$ cat src/sv/sha1sh_pkg.sv
// Shared types, constants and round functions of the SHA-1 stream hasher.
// Depends on nothing; every other file of the block imports it.
package sha1sh_pkg;

  localparam int unsigned WordW   = 32;
  localparam int unsigned NumH    = 5;
  localparam int unsigned NumW    = 16;
  localparam int unsigned NumRnd  = 80;
  localparam int unsigned RndW    = 7;
  localparam int unsigned FillW   = 6;
  localparam int unsigned TotalW  = 61;

  localparam logic [WordW-1:0] K0 = 32'h5A82_7999;
  localparam logic [WordW-1:0] K1 = 32'h6ED9_EBA1;
  localparam logic [WordW-1:0] K2 = 32'h8F1B_BCDC;
  localparam logic [WordW-1:0] K3 = 32'hCA62_C1D6;

  localparam logic [NumH-1:0][WordW-1:0] HInit = {
    32'hC3D2_E1F0, 32'h1032_5476, 32'h98BA_DCFE, 32'hEFCD_AB89, 32'h6745_2301
  };

  localparam logic [7:0]       PadByte    = 8'h80;
  localparam logic [FillW-1:0] LenPos     = 6'd56;
  localparam logic [FillW-1:0] LastPos    = 6'd63;
  localparam logic [RndW-1:0]  LastRound  = 7'd79;
  localparam logic [2:0]       LastWordIx = 3'd4;

  typedef enum logic [2:0] {
    ST_IDLE,
    ST_PAD,
    ST_LEN,
    ST_COMP,
    ST_FOLD,
    ST_OUT
  } state_e;

  // Control of the block buffer and message schedule.
  typedef struct packed {
    logic             wr_byte;
    logic [FillW-1:0] byte_idx;
    logic [7:0]       byte_val;
    logic             wr_len;
    logic             shift;
  } buf_ctrl_t;

  // Control of the round unit.
  typedef struct packed {
    logic init;   // chaining value back to the initial constants
    logic start;  // working variables from the chaining value
    logic step;   // one compression round
    logic fold;   // chaining value plus working variables
  } rnd_ctrl_t;

  function automatic logic [WordW-1:0] rotl1(input logic [WordW-1:0] x);
    rotl1 = {x[WordW-2:0], x[WordW-1]};
  endfunction

  function automatic logic [WordW-1:0] rotl5(input logic [WordW-1:0] x);
    rotl5 = {x[WordW-6:0], x[WordW-1:WordW-5]};
  endfunction

  function automatic logic [WordW-1:0] rotl30(input logic [WordW-1:0] x);
    rotl30 = {x[1:0], x[WordW-1:2]};
  endfunction

  function automatic logic [WordW-1:0] round_f(input logic [RndW-1:0] r,
                                                 input logic [WordW-1:0] b,
                                                 input logic [WordW-1:0] c,
                                                 input logic [WordW-1:0] d);
    if (r < 7'd20) begin
      round_f = (b & c) | (~b & d);
    end else if (r < 7'd40) begin
      round_f = b ^ c ^ d;
    end else if (r < 7'd60) begin
      round_f = (b & c) | (b & d) | (c & d);
    end else begin
      round_f = b ^ c ^ d;
    end
  endfunction

  function automatic logic [WordW-1:0] round_k(input logic [RndW-1:0] r);
    if (r < 7'd20) begin
      round_k = K0;
    end else if (r < 7'd40) begin
      round_k = K1;
    end else if (r < 7'd60) begin
      round_k = K2;
    end else begin
      round_k = K3;
    end
  endfunction

endpackage

$ cat src/sv/sha1sh_msg_buf.sv
// Block buffer of sixteen big-endian words that doubles as the rolling
// message schedule during compression. Depends on sha1sh_pkg.
module sha1sh_msg_buf (
  input  logic                         clk_i,
  input  sha1sh_pkg::buf_ctrl_t        ctrl_i,
  input  logic [63:0]                  len_bits_i,
  output logic [sha1sh_pkg::WordW-1:0] w_o
);
  import sha1sh_pkg::*;

  logic [WordW-1:0] words_q [NumW];
  logic [WordW-1:0] w_next;

  // Next schedule word from the window, oldest word at position zero.
  assign w_next = rotl1(words_q[13] ^ words_q[8] ^ words_q[2] ^ words_q[0]);
  assign w_o    = words_q[0];

  always_ff @(posedge clk_i) begin
    if (ctrl_i.shift) begin
      for (int i = 0; i < NumW - 1; i++) begin
        words_q[i] <= words_q[i+1];
      end
      words_q[NumW-1] <= w_next;
    end else begin
      if (ctrl_i.wr_byte) begin
        for (int i = 0; i < NumW; i++) begin
          if (ctrl_i.byte_idx[FillW-1:2] == 4'(i)) begin
            case (ctrl_i.byte_idx[1:0])
              2'd0:    words_q[i][31:24] <= ctrl_i.byte_val;
              2'd1:    words_q[i][23:16] <= ctrl_i.byte_val;
              2'd2:    words_q[i][15:8]  <= ctrl_i.byte_val;
              default: words_q[i][7:0]   <= ctrl_i.byte_val;
            endcase
          end
        end
      end
      if (ctrl_i.wr_len) begin
        words_q[NumW-2] <= len_bits_i[63:32];
        words_q[NumW-1] <= len_bits_i[31:0];
      end
    end
  end

endmodule

$ cat src/sv/sha1sh_round.sv
// Shared SHA-1 round unit: chaining value, working variables and round
// counter, one round per cycle. Depends on sha1sh_pkg.
module sha1sh_round (
  input  logic                                        clk_i,
  input  logic                                        rst_ni,
  input  sha1sh_pkg::rnd_ctrl_t                       ctrl_i,
  input  logic [sha1sh_pkg::WordW-1:0]                w_i,
  output logic                                        last_round_o,
  output logic [sha1sh_pkg::NumH-1:0][sha1sh_pkg::WordW-1:0] chain_o
);
  import sha1sh_pkg::*;

  logic [NumH-1:0][WordW-1:0] chain_q, chain_d;
  logic [NumH-1:0][WordW-1:0] wv_q, wv_d;
  logic [RndW-1:0]            rnd_q, rnd_d;
  logic [WordW-1:0]           t_sum;

  assign t_sum = rotl5(wv_q[0]) + round_f(rnd_q, wv_q[1], wv_q[2], wv_q[3])
               + wv_q[4] + round_k(rnd_q) + w_i;

  always_comb begin
    chain_d = chain_q;
    wv_d    = wv_q;
    rnd_d   = rnd_q;
    if (ctrl_i.init) begin
      chain_d = HInit;
    end else if (ctrl_i.fold) begin
      for (int i = 0; i < NumH; i++) begin
        chain_d[i] = chain_q[i] + wv_q[i];
      end
    end
    if (ctrl_i.start) begin
      wv_d  = chain_q;
      rnd_d = '0;
    end else if (ctrl_i.step) begin
      wv_d[4] = wv_q[3];
      wv_d[3] = wv_q[2];
      wv_d[2] = rotl30(wv_q[1]);
      wv_d[1] = wv_q[0];
      wv_d[0] = t_sum;
      rnd_d   = (rnd_q == LastRound) ? '0 : rnd_q + 7'd1;
    end
  end

  always_ff @(posedge clk_i or negedge rst_ni) begin
    if (!rst_ni) begin
      chain_q <= HInit;
      rnd_q   <= '0;
    end else begin
      chain_q <= chain_d;
      rnd_q   <= rnd_d;
    end
  end

  always_ff @(posedge clk_i) begin
    wv_q <= wv_d;
  end

  assign last_round_o = (rnd_q == LastRound);
  assign chain_o      = chain_q;

endmodule

$ cat src/sv/sha1_stream_hasher_unit.sv
// Top level of the SHA-1 stream hasher: sequencer, byte counters and digest
// output register. Depends on sha1sh_pkg, sha1sh_msg_buf and sha1sh_round.
//
// Usage: the input channel carries one beat per message byte (mode_i low,
// byte on data_byte_i) or a finish beat (mode_i high) that closes the
// message. A beat is taken when in_valid_i is high and in_stall_o is low.
// Each finish beat yields five output beats on the digest channel, H0 first,
// word_index_o counting 0 to 4 and last_word_o high on the fifth.
// Flow: the byte that fills a 64-byte block sets off the rounds through
// the single shared round adder and then a fold of the result into the
// chaining value; other data bytes only go into the buffer. A finish beat
// writes padding one byte per cycle (up to 63 zero bytes) until the
// length slot is reached, then the length, compresses each final block
// (one or two blocks) and then hands out the five digest words, waiting
// while the receiver stalls.
// The input is stalled throughout all of that; it opens again in the cycle
// after the fifth word is loaded into the output register, so the next
// message may start while that word still waits to be taken.
// Reset loads the initial chaining value and clears the byte counters and
// the output valid; the block buffer itself is not cleared, since every
// byte of it is written before it is used. While out_stall_i is high the
// held digest word stays unchanged and a sequencer with words to send waits.
module sha1_stream_hasher_unit (
  input  logic        clk_i,
  input  logic        rst_ni,
  input  logic        in_valid_i,
  output logic        in_stall_o,
  input  logic        mode_i,
  input  logic [7:0]  data_byte_i,
  output logic        out_valid_o,
  input  logic        out_stall_i,
  output logic [31:0] digest_word_o,
  output logic [2:0]  word_index_o,
  output logic        last_word_o
);
  import sha1sh_pkg::*;

  state_e                     state_q, state_d;
  logic [FillW-1:0]           fill_q, fill_d;
  logic [TotalW-1:0]          total_q, total_d;
  logic                       fin_q, fin_d;        // finishing a message
  logic                       pad_full_q, pad_full_d; // pad to block end first
  logic                       last_blk_q, last_blk_d; // block holds the length
  logic [2:0]                 idx_q, idx_d;
  logic                       ov_q, ov_d;
  logic [WordW-1:0]           word_q, word_d;
  logic [2:0]                 wix_q, wix_d;
  logic                       lw_q, lw_d;

  buf_ctrl_t                  buf_ctrl;
  rnd_ctrl_t                  rnd_ctrl;
  logic [WordW-1:0]           w_cur;
  logic                       last_round;
  logic [NumH-1:0][WordW-1:0] chain;
  logic [WordW-1:0]           chain_sel;
  logic                       in_acc;
  logic                       out_free;
  logic [FillW-1:0]           fill_inc;

  sha1sh_msg_buf u_buf (
    .clk_i      (clk_i),
    .ctrl_i     (buf_ctrl),
    .len_bits_i ({total_q, 3'b000}),
    .w_o        (w_cur)
  );

  sha1sh_round u_round (
    .clk_i        (clk_i),
    .rst_ni       (rst_ni),
    .ctrl_i       (rnd_ctrl),
    .w_i          (w_cur),
    .last_round_o (last_round),
    .chain_o      (chain)
  );

  assign in_stall_o = (state_q != ST_IDLE);
  assign in_acc     = in_valid_i && !in_stall_o;
  assign out_free   = !ov_q || !out_stall_i;
  assign fill_inc   = fill_q + 6'd1;

  always_comb begin
    case (idx_q)
      3'd0:    chain_sel = chain[0];
      3'd1:    chain_sel = chain[1];
      3'd2:    chain_sel = chain[2];
      3'd3:    chain_sel = chain[3];
      default: chain_sel = chain[4];
    endcase
  end

  // Sequencer: next state, counters and datapath controls.
  always_comb begin
    state_d    = state_q;
    fill_d     = fill_q;
    total_d    = total_q;
    fin_d      = fin_q;
    pad_full_d = pad_full_q;
    last_blk_d = last_blk_q;
    idx_d      = idx_q;
    ov_d       = ov_q && out_stall_i;
    word_d     = word_q;
    wix_d      = wix_q;
    lw_d       = lw_q;
    buf_ctrl   = '0;
    rnd_ctrl   = '0;
    buf_ctrl.byte_idx = fill_q;

    case (state_q)
      ST_IDLE: begin
        if (in_acc) begin
          buf_ctrl.wr_byte = 1'b1;
          fill_d           = fill_inc;
          if (!mode_i) begin
            buf_ctrl.byte_val = data_byte_i;
            total_d           = total_q + 61'd1;
            if (fill_q == LastPos) begin
              rnd_ctrl.start = 1'b1;
              state_d        = ST_COMP;
            end
          end else begin
            buf_ctrl.byte_val = PadByte;
            fin_d             = 1'b1;
            last_blk_d        = 1'b0;
            if (fill_q == LastPos) begin
              // The marker byte closes a block: compress it, then pad afresh.
              pad_full_d     = 1'b0;
              rnd_ctrl.start = 1'b1;
              state_d        = ST_COMP;
            end else begin
              pad_full_d = (fill_inc > LenPos);
              state_d    = ST_PAD;
            end
          end
        end
      end

      ST_PAD: begin
        if (!pad_full_q && fill_q == LenPos) begin
          state_d = ST_LEN;
        end else begin
          buf_ctrl.wr_byte  = 1'b1;
          buf_ctrl.byte_val = 8'h00;
          fill_d            = fill_inc;
          if (pad_full_q && fill_q == LastPos) begin
            pad_full_d     = 1'b0;
            rnd_ctrl.start = 1'b1;
            state_d        = ST_COMP;
          end
        end
      end

      ST_LEN: begin
        buf_ctrl.wr_len = 1'b1;
        last_blk_d      = 1'b1;
        rnd_ctrl.start  = 1'b1;
        state_d         = ST_COMP;
      end

      ST_COMP: begin
        rnd_ctrl.step  = 1'b1;
        buf_ctrl.shift = 1'b1;
        if (last_round) begin
          state_d = ST_FOLD;
        end
      end

      ST_FOLD: begin
        rnd_ctrl.fold = 1'b1;
        if (last_blk_q) begin
          idx_d   = '0;
          state_d = ST_OUT;
        end else if (fin_q) begin
          state_d = ST_PAD;
        end else begin
          state_d = ST_IDLE;
        end
      end

      ST_OUT: begin
        if (out_free) begin
          ov_d   = 1'b1;
          word_d = chain_sel;
          wix_d  = idx_q;
          lw_d   = (idx_q == LastWordIx);
          idx_d  = idx_q + 3'd1;
          if (idx_q == LastWordIx) begin
            // Digest handed over: start the next message.
            rnd_ctrl.init = 1'b1;
            fill_d        = '0;
            total_d       = '0;
            fin_d         = 1'b0;
            last_blk_d    = 1'b0;
            state_d       = ST_IDLE;
          end
        end
      end

      default: begin
        state_d = ST_IDLE;
      end
    endcase
  end

  always_ff @(posedge clk_i or negedge rst_ni) begin
    if (!rst_ni) begin
      state_q    <= ST_IDLE;
      fill_q     <= '0;
      total_q    <= '0;
      fin_q      <= 1'b0;
      pad_full_q <= 1'b0;
      last_blk_q <= 1'b0;
      idx_q      <= '0;
      ov_q       <= 1'b0;
    end else begin
      state_q    <= state_d;
      fill_q     <= fill_d;
      total_q    <= total_d;
      fin_q      <= fin_d;
      pad_full_q <= pad_full_d;
      last_blk_q <= last_blk_d;
      idx_q      <= idx_d;
      ov_q       <= ov_d;
    end
  end

  always_ff @(posedge clk_i) begin
    word_q <= word_d;
    wix_q  <= wix_d;
    lw_q   <= lw_d;
  end

  assign out_valid_o   = ov_q;
  assign digest_word_o = word_q;
  assign word_index_o  = wix_q;
  assign last_word_o   = lw_q;

  // The length words only ever go in once the buffer is padded to them.
  assert property (@(posedge clk_i) disable iff (!rst_ni)
    state_q == ST_LEN |-> fill_q == LenPos)
    else $error("length written at wrong fill position");

  // A finish beat always leads the sequencer away from idle.
  assert property (@(posedge clk_i) disable iff (!rst_ni)
    in_acc && mode_i |=> state_q == ST_PAD || state_q == ST_COMP)
    else $error("finish beat not followed by padding or compression");

  // Words leave in order, the flagged one being the fifth.
  assert property (@(posedge clk_i) disable iff (!rst_ni)
    ov_q && lw_q |-> wix_q == LastWordIx)
    else $error("last digest word flagged at wrong index");

  // Compression only runs with the buffer shifting in step.
  assert property (@(posedge clk_i) disable iff (!rst_ni)
    rnd_ctrl.step |-> buf_ctrl.shift && !buf_ctrl.wr_byte && !buf_ctrl.wr_len)
    else $error("buffer written during compression");

endmodule

$ cat config.mk
export PLATFORM = sky130hd
export DESIGN_NAME = sha1_stream_hasher_unit
export DESIGN_NICKNAME = d
export VERILOG_FILES = /design/src/sv/sha1sh_pkg.sv /design/src/sv/sha1sh_msg_buf.sv /design/src/sv/sha1sh_round.sv /design/src/sv/sha1_stream_hasher_unit.sv
export SDC_FILE = /design/constraint.sdc
export NUM_CORES = 2
export LEC_CHECK = 0
export ABC_AREA = 1
export BUFFER_PORTS_ARGS = -buffer_cell sky130_fd_sc_hd__buf_2
export CORE_ASPECT_RATIO = 1.4
export CORE_UTILIZATION = 45
export DETAILED_ROUTE_END_ITERATION = 10
export PLACE_DENSITY = 0.63
export SYNTH_ARGS = -nofsm -noshare
export SYNTH_HDL_FRONTEND = slang
export SYNTH_SLANG_ARGS = --single-unit
$ cat constraint.sdc
create_clock -name clk_i -period 5.8 [get_ports clk_i]
set_clock_uncertainty 0.1 [all_clocks]
set_input_delay 0.29 -clock clk_i [delete_from_list [all_inputs] [get_ports clk_i]]
set_output_delay 0.29 -clock clk_i [all_outputs]
set_load 0.02 [all_outputs]
# == Word level (Yosys, flattened, before mapping) ==
# Memories as Yosys holds them, arrays and structs flattened.
# Index checks and enable logic that the tools add are counted.
# op_classes
addsub,13
order_cmp,4
n_eq_ne,40
mux,409
bitwise,85
reduce_logical,30
# ops
op,n
160-bit 2-to-1 mux,4
8-bit 2-to-1 mux,75
1-bit 2-to-1 mux,291
32-bit adder,9
61-bit 2-to-1 mux,4
32-bit 2-to-1 mux,5
32-bit bitwise XOR,5
32-bit AND,4
32-bit one-hot mux with 4 select lines,1
61-bit one-hot mux with 2 select lines,1
32-bit bitwise OR,3
1-bit bitwise OR,72
"61-bit by 1-bit adder with 61-bit output, second input constant",1
3-bit 2-to-1 mux,11
"4-bit == test, second input constant",8
32-bit NOT,1
31-bit 2-to-1 mux,1
5-bit AND reduction,5
6-bit 2-to-1 mux,4
7-bit 2-to-1 mux,3
"2-bit != test, second input constant",9
3-bit one-hot mux with 6 select lines,1
6-bit one-hot mux with 3 select lines,1
"4-bit by 3-bit == test with 1-bit output, second input constant",4
other kinds (32),58
# word_totals
regBits,440
ram_bits,512
out_inout_bits,38
mem_count,1
# memory_table
memory,words,word_bits,rd,rd_ports_with_merged_regs,wr,line,rtl
u_buf.words_q,16,32,16,0,16,sha1sh_msg_buf.sv:11,logic [WordW-1:0] words_q [NumW];

# == Depth between registers and ports, before layout ==
# depth
depth_word,12
mapped_depth,26

# == Cells and area by module ==
# Synthesis repeated with hierarchy kept, for this count alone.
# unflattened
cells_unflattened,8338
area_unflattened_um2,63116.8
# modules_own_cells
mod,n_inst,cells_each,area_each_um2,seq_area_each_um2
sha1sh_round,1,4279,29697.2,9083.7
sha1sh_msg_buf,1,2991,26087.5,15374.7
sha1_stream_hasher_unit,1,1068,7332.0,3007.9

# == Worst setup path before layout ==
# Ideal clock, no wire load.
# synth_path
path_kind,reg2reg
start,register state_q[0]
end,"register u_round.wv_q[0] (netlist name), enable pin"
setup_time_ns,0.531
t_arrival_ns,4.971
t_required_ns,5.169
path_slack_ns,0.198
path_stages_with_launch,11
path_buffers,1
synth_period_minus_slack_ns,5.602
cell_sequence,dfrtp_1 > inv_2 > nand2_1 > nor2_2 > inv_2 > nor2_4 > a21oi_1 > nand2_2 > inv_2 > buf_2 > nand2_1
# synth_via
elab_chain_cells,6
word_cells_on_any_way,11
# synth_lines
element,line,rtl
from (decl),sha1_stream_hasher_unit.sv:38,"state_e state_q, state_d;"
from (signal assigned),sha1_stream_hasher_unit.sv:215,state_q <= state_d;
3-bit nonzero test,sha1_stream_hasher_unit.sv:76,assign in_stall_o = (state_q != ST_IDLE);
named net in_stall_o,sha1_stream_hasher_unit.sv:27,"output logic in_stall_o,"
1-bit zero test,sha1_stream_hasher_unit.sv:77,assign in_acc = in_valid_i && !in_stall_o;
1-bit logical AND,sha1_stream_hasher_unit.sv:77,
1-bit 2-to-1 mux,sha1_stream_hasher_unit.sv:110,if (in_acc) begin
1-bit one-hot mux with 3 select lines,sha1_stream_hasher_unit.sv:108,case (state_q)
2-bit nonzero test (no source line),--,
to (signal assigned),sha1sh_round.sv:56,wv_q <= wv_d;
to (decl),sha1sh_round.sv:14,"logic [NumH-1:0][WordW-1:0] wv_q, wv_d;"
# The timed path passes the listed nets, and every way through them passes these cells.
# A chain may end at the register's enable or synchronous reset.

==> impl_metrics.py <==
metrics = {
    "finish": {
        "final_util_pct": 49.7,
        "final_layout_size_suffix_gt1_share_pct": 7.01,
        "fin_cells": 8913,
        "synthToLayoutAreaGrowth_pct": 9.67,
        "fillers": 12700,
        "nets": 7443,
    },
    "synth": {
        "ys_seq_area_share_pct": 46.5,
        "synth_cell_types": 57,
        "yosys_register_bits": 952,
        "synthesis.area_sq_um": 59100,
        "syn_inst": 7066,
        "ys.flop_type": "edfxtp_1",
        "synth_top_cell_by_area": "edfxtp_1",
        "synth-warning-count": 0,
        "synthTopCellsByArea": "edfxtp_1, nand2_1, dfrtp_1, inv_1, o21ai_0",
        "syn_area_per_cell_sq_um": 8.36,
        "ys_top_cells_by_count": "nand2_1, inv_1, edfxtp_1",
        "synthesis.nets": 7435,
        "synth_edf_count": 708,
        "async_reset_ff_share_pct": 25.6,
        "yosys.cell_count.top_type": "nand2_1",
        "synth_top_area_share_pct": 36.0,
    },
    "setup_path": {
        "path_cells": "inv_1 -> nand4_1 -> nand2_1 -> buf_12 -> o221ai_1 -> fa_1 -> inv_1 -> fa_1 -> inv_1 -> fa_1 -> inv_1 -> ha_1 -> nand2_1 -> nor2_1 -> nand2_1 -> nand3_1 -> nand2_1 -> nand3_1 -> nand2_1 -> nand3_1 -> nand2_1 -> nand3_1 -> nand2_1",
        "crit_fanout": 34,
        "arrival_ns": 5.92,
        "cp_data_required_time_ns": 6.18,
        "worstRegToRegCells": 23,
        "crit_type": "register to register",
        "cp-end-kind": "register",
        "cp-start-kind": "register",
        "critPathMaxStageDelay_ns": 0.62,
        "path_common_cell": "nand2_1",
        "crit_slowest_cell": "fa_1",
    },
    "timing": {
        "fin_ws_ns": 0.257,
        "tns_ns": 0,
        "min_period_ns": 5.54,
        "finalHoldViolCount": 0,
        "maxSlewHeadroom_pct": 0.0623,
        "rsz0062_at_grt": "false",
        "period_share_pct": 95.6,
        "achievable-frequency_mhz": 180,
        "finalSetupViolCount": 0,
        "drv_slew": 0,
        "tightest_slew_ns": 1.48,
    },
    "power": {
        "power_frac_comb_pct": 0.6,
        "p_switching_w": 0.00318,
        "ir_drop_mv": 0.244,
        "power.total_w": 0.0143,
        "sequentialPowerShare_pct": 50.6,
        "powerDensity_nw_per_um2": 221,
        "power.internal_w": 0.0111,
        "p_leak_nw": 30.3,
        "clkPwrFrac_pct": 48.8,
        "p_sw_share_pct": 22.2,
    },
    "cts": {
        "cts_buffers": 99,
        "cts_max_path_buffers": 3,
        "cts_max_level": 3,
        "clk-insertion-delay-late_ns": 0.77,
        "cts_tree": "built",
        "clk_pin_slew_ns": 0.07,
        "clkSinkCount": 952,
        "cts-root-buf": "clkbuf_16",
    },
    "grt": {
        "grt_antenna_before_repair": 12,
        "grt_overflow": 0,
        "grt_pass1_wl_um": 351000,
        "grt_max_degree": 126,
        "grt_pass1_vias": 50500,
        "grt_use_total_pct": 37.2,
    },
    "placement": {
        "placedCellCount": 8718,
        "gp_congestion": 1.13,
        "place_ws_ns": 0.382,
        "io_buffers": 50,
        "dp_hpwl_um": 189000,
    },
    "detailed_routing": {
        "dr.pass1.iters": 7,
        "drt-initial-drc-count": 5022,
        "drtAntennaViolNets": 0,
        "drc_errors": 0,
        "wl_um": 246000,
        "routedWlPerCell_um": 27.6,
        "via_per_inst": 5.70,
        "vias": 50800,
    },
    "status": {
        "status": "finished, violations left",
        "violations": "max-capacitance violations",
    },
    "floorplan": {
        "die_w_um": 308,
        "row_count": 157,
        "core_area_sq_um": 130000,
        "initial_core_util_pct": 45.3,
        "die_y_um": 431,
        "ios": 51,
        "die-area_sq_um": 133000,
    },
    "run": {
        "maxCapViolCount": 1,
    },
    "worst_hold_path": {
        "hold_class": "input port to asynchronous set/reset pin",
    },
}
-- flip-flops by register name, indices dropped and copies added, names as in the netlist, 3 cells and up --
register         count
word_index_o         3
u_round.rnd_q        7
total_q             61
fill_q               6
u_round.chain_o    160
u_buf.words_q      512
digest_word_o       32
u_round.wv_q       160
state_q              3
idx_q                3
-- placed cells by master, fill, tap and decap left out, types with 103 or more instances in the layout --
cell type,synthesis,final
ha_1,232,232
edfxtp_1,708,708
fa_1,124,124
nor2_1,450,441
nand2_1,2203,2194
nand3_1,317,316
inv_1,829,828
o21ai_0,601,596
o21ai_1,99,103
a21oi_1,282,281
dfrtp_1,164,164
-- final cells by class --
class                   instances  area (sq um)  area share [%]
multi-input cells            5042         27500            42.4
repair buffers                133           981            1.51
well taps                    1749          2190            3.38
inverters                     846          3180            4.91
clock inverters                64           787            1.21
flip-flops and latches        952         27500            42.4
clock buffers                 123          2720            4.20
diodes                          4          10.0          0.0154
-- per-stage QoR --
step,instance area (sq um),hold WS (ns)
3_3_place_gp,61200,0.262
2_1_floorplan,59100,-0.106
4_1_cts,64800,0.0124
3_5_place_dp,61200,0.259
6_report,64800,0.0235
5_1_grt,64800,0.0587
-- power by group through the flow --
stage	Combinational (W)	Sequential (W)	Clock [W]
2_1_floorplan	0.0000163	0.00739	0
3_3_place_gp	0.0000789	0.00739	0
3_5_place_dp	0.0000795	0.00739	0
4_1_cts	0.0000815	0.00725	0.00705
5_1_grt	0.0000862	0.00724	0.00729
6_report	0.0000790	0.00725	0.00700
-- worst max-delay path, delay by kind of cell (launching register included) --
kind	cells	cell delay (ns)
adder cells (fa/ha/maj)	4	2.03
buffers and inverters	5	0.59
AO/OA/AOI/OAI	1	0.30
flip-flops	1	0.41
AND/OR/NAND/NOR	13	1.81
-- path summary, 6_finish.rpt --
kind	from	to	slack, ns
setup / recovery	u_round.rnd_q[6]	u_round.wv_q[25]	0.26
hold / removal	rst_ni	u_round.chain_o[2]	0.02
setup reg to reg	u_round.rnd_q[6]	u_round.wv_q[25]	0.26
hold reg to reg	total_q[40]	total_q[40]	0.38
max in group asynchronous	rst_ni	u_round.chain_o[139]	4.09
min in group clk_i	in_valid_i	last_blk_q	0.06
-- logic make-up (layout without fill, tap and decap cells) --
family | Yosys count | in the layout | synth area share (%)
buffers and inverters | 1072 | 1166 | 7.22
and+or+nand+nor | 3281 | 3281 | 23.2
AOI/OAI and AO/OA | 1243 | 1243 | 11.6
other | 0 | 4 | 0
xor gates and xnor gates | 162 | 162 | 2.40
adders and majority gates | 356 | 356 | 9.11
DFF | 952 | 952 | 46.5
-- metal layers --
metal	part of all wire [%]	vias up	track usage, %	wire [um]
li1	-	23500	-	-
met1	34	24500	39.0	83400
met2	49	2088	64.0	121000
met3	6.1	732	5.73	15000
met4	11	10	34.1	26500
met5	0.029	-	0	71
-- repair_timing --
action,in CTS,in global routing
endpoints found under the setup margin,0,1
hold buffers,4,0
hold endpoints to repair,74,0
resized for setup,0,1
setup buffers,0,0
(Power assumes the default switching activity.)
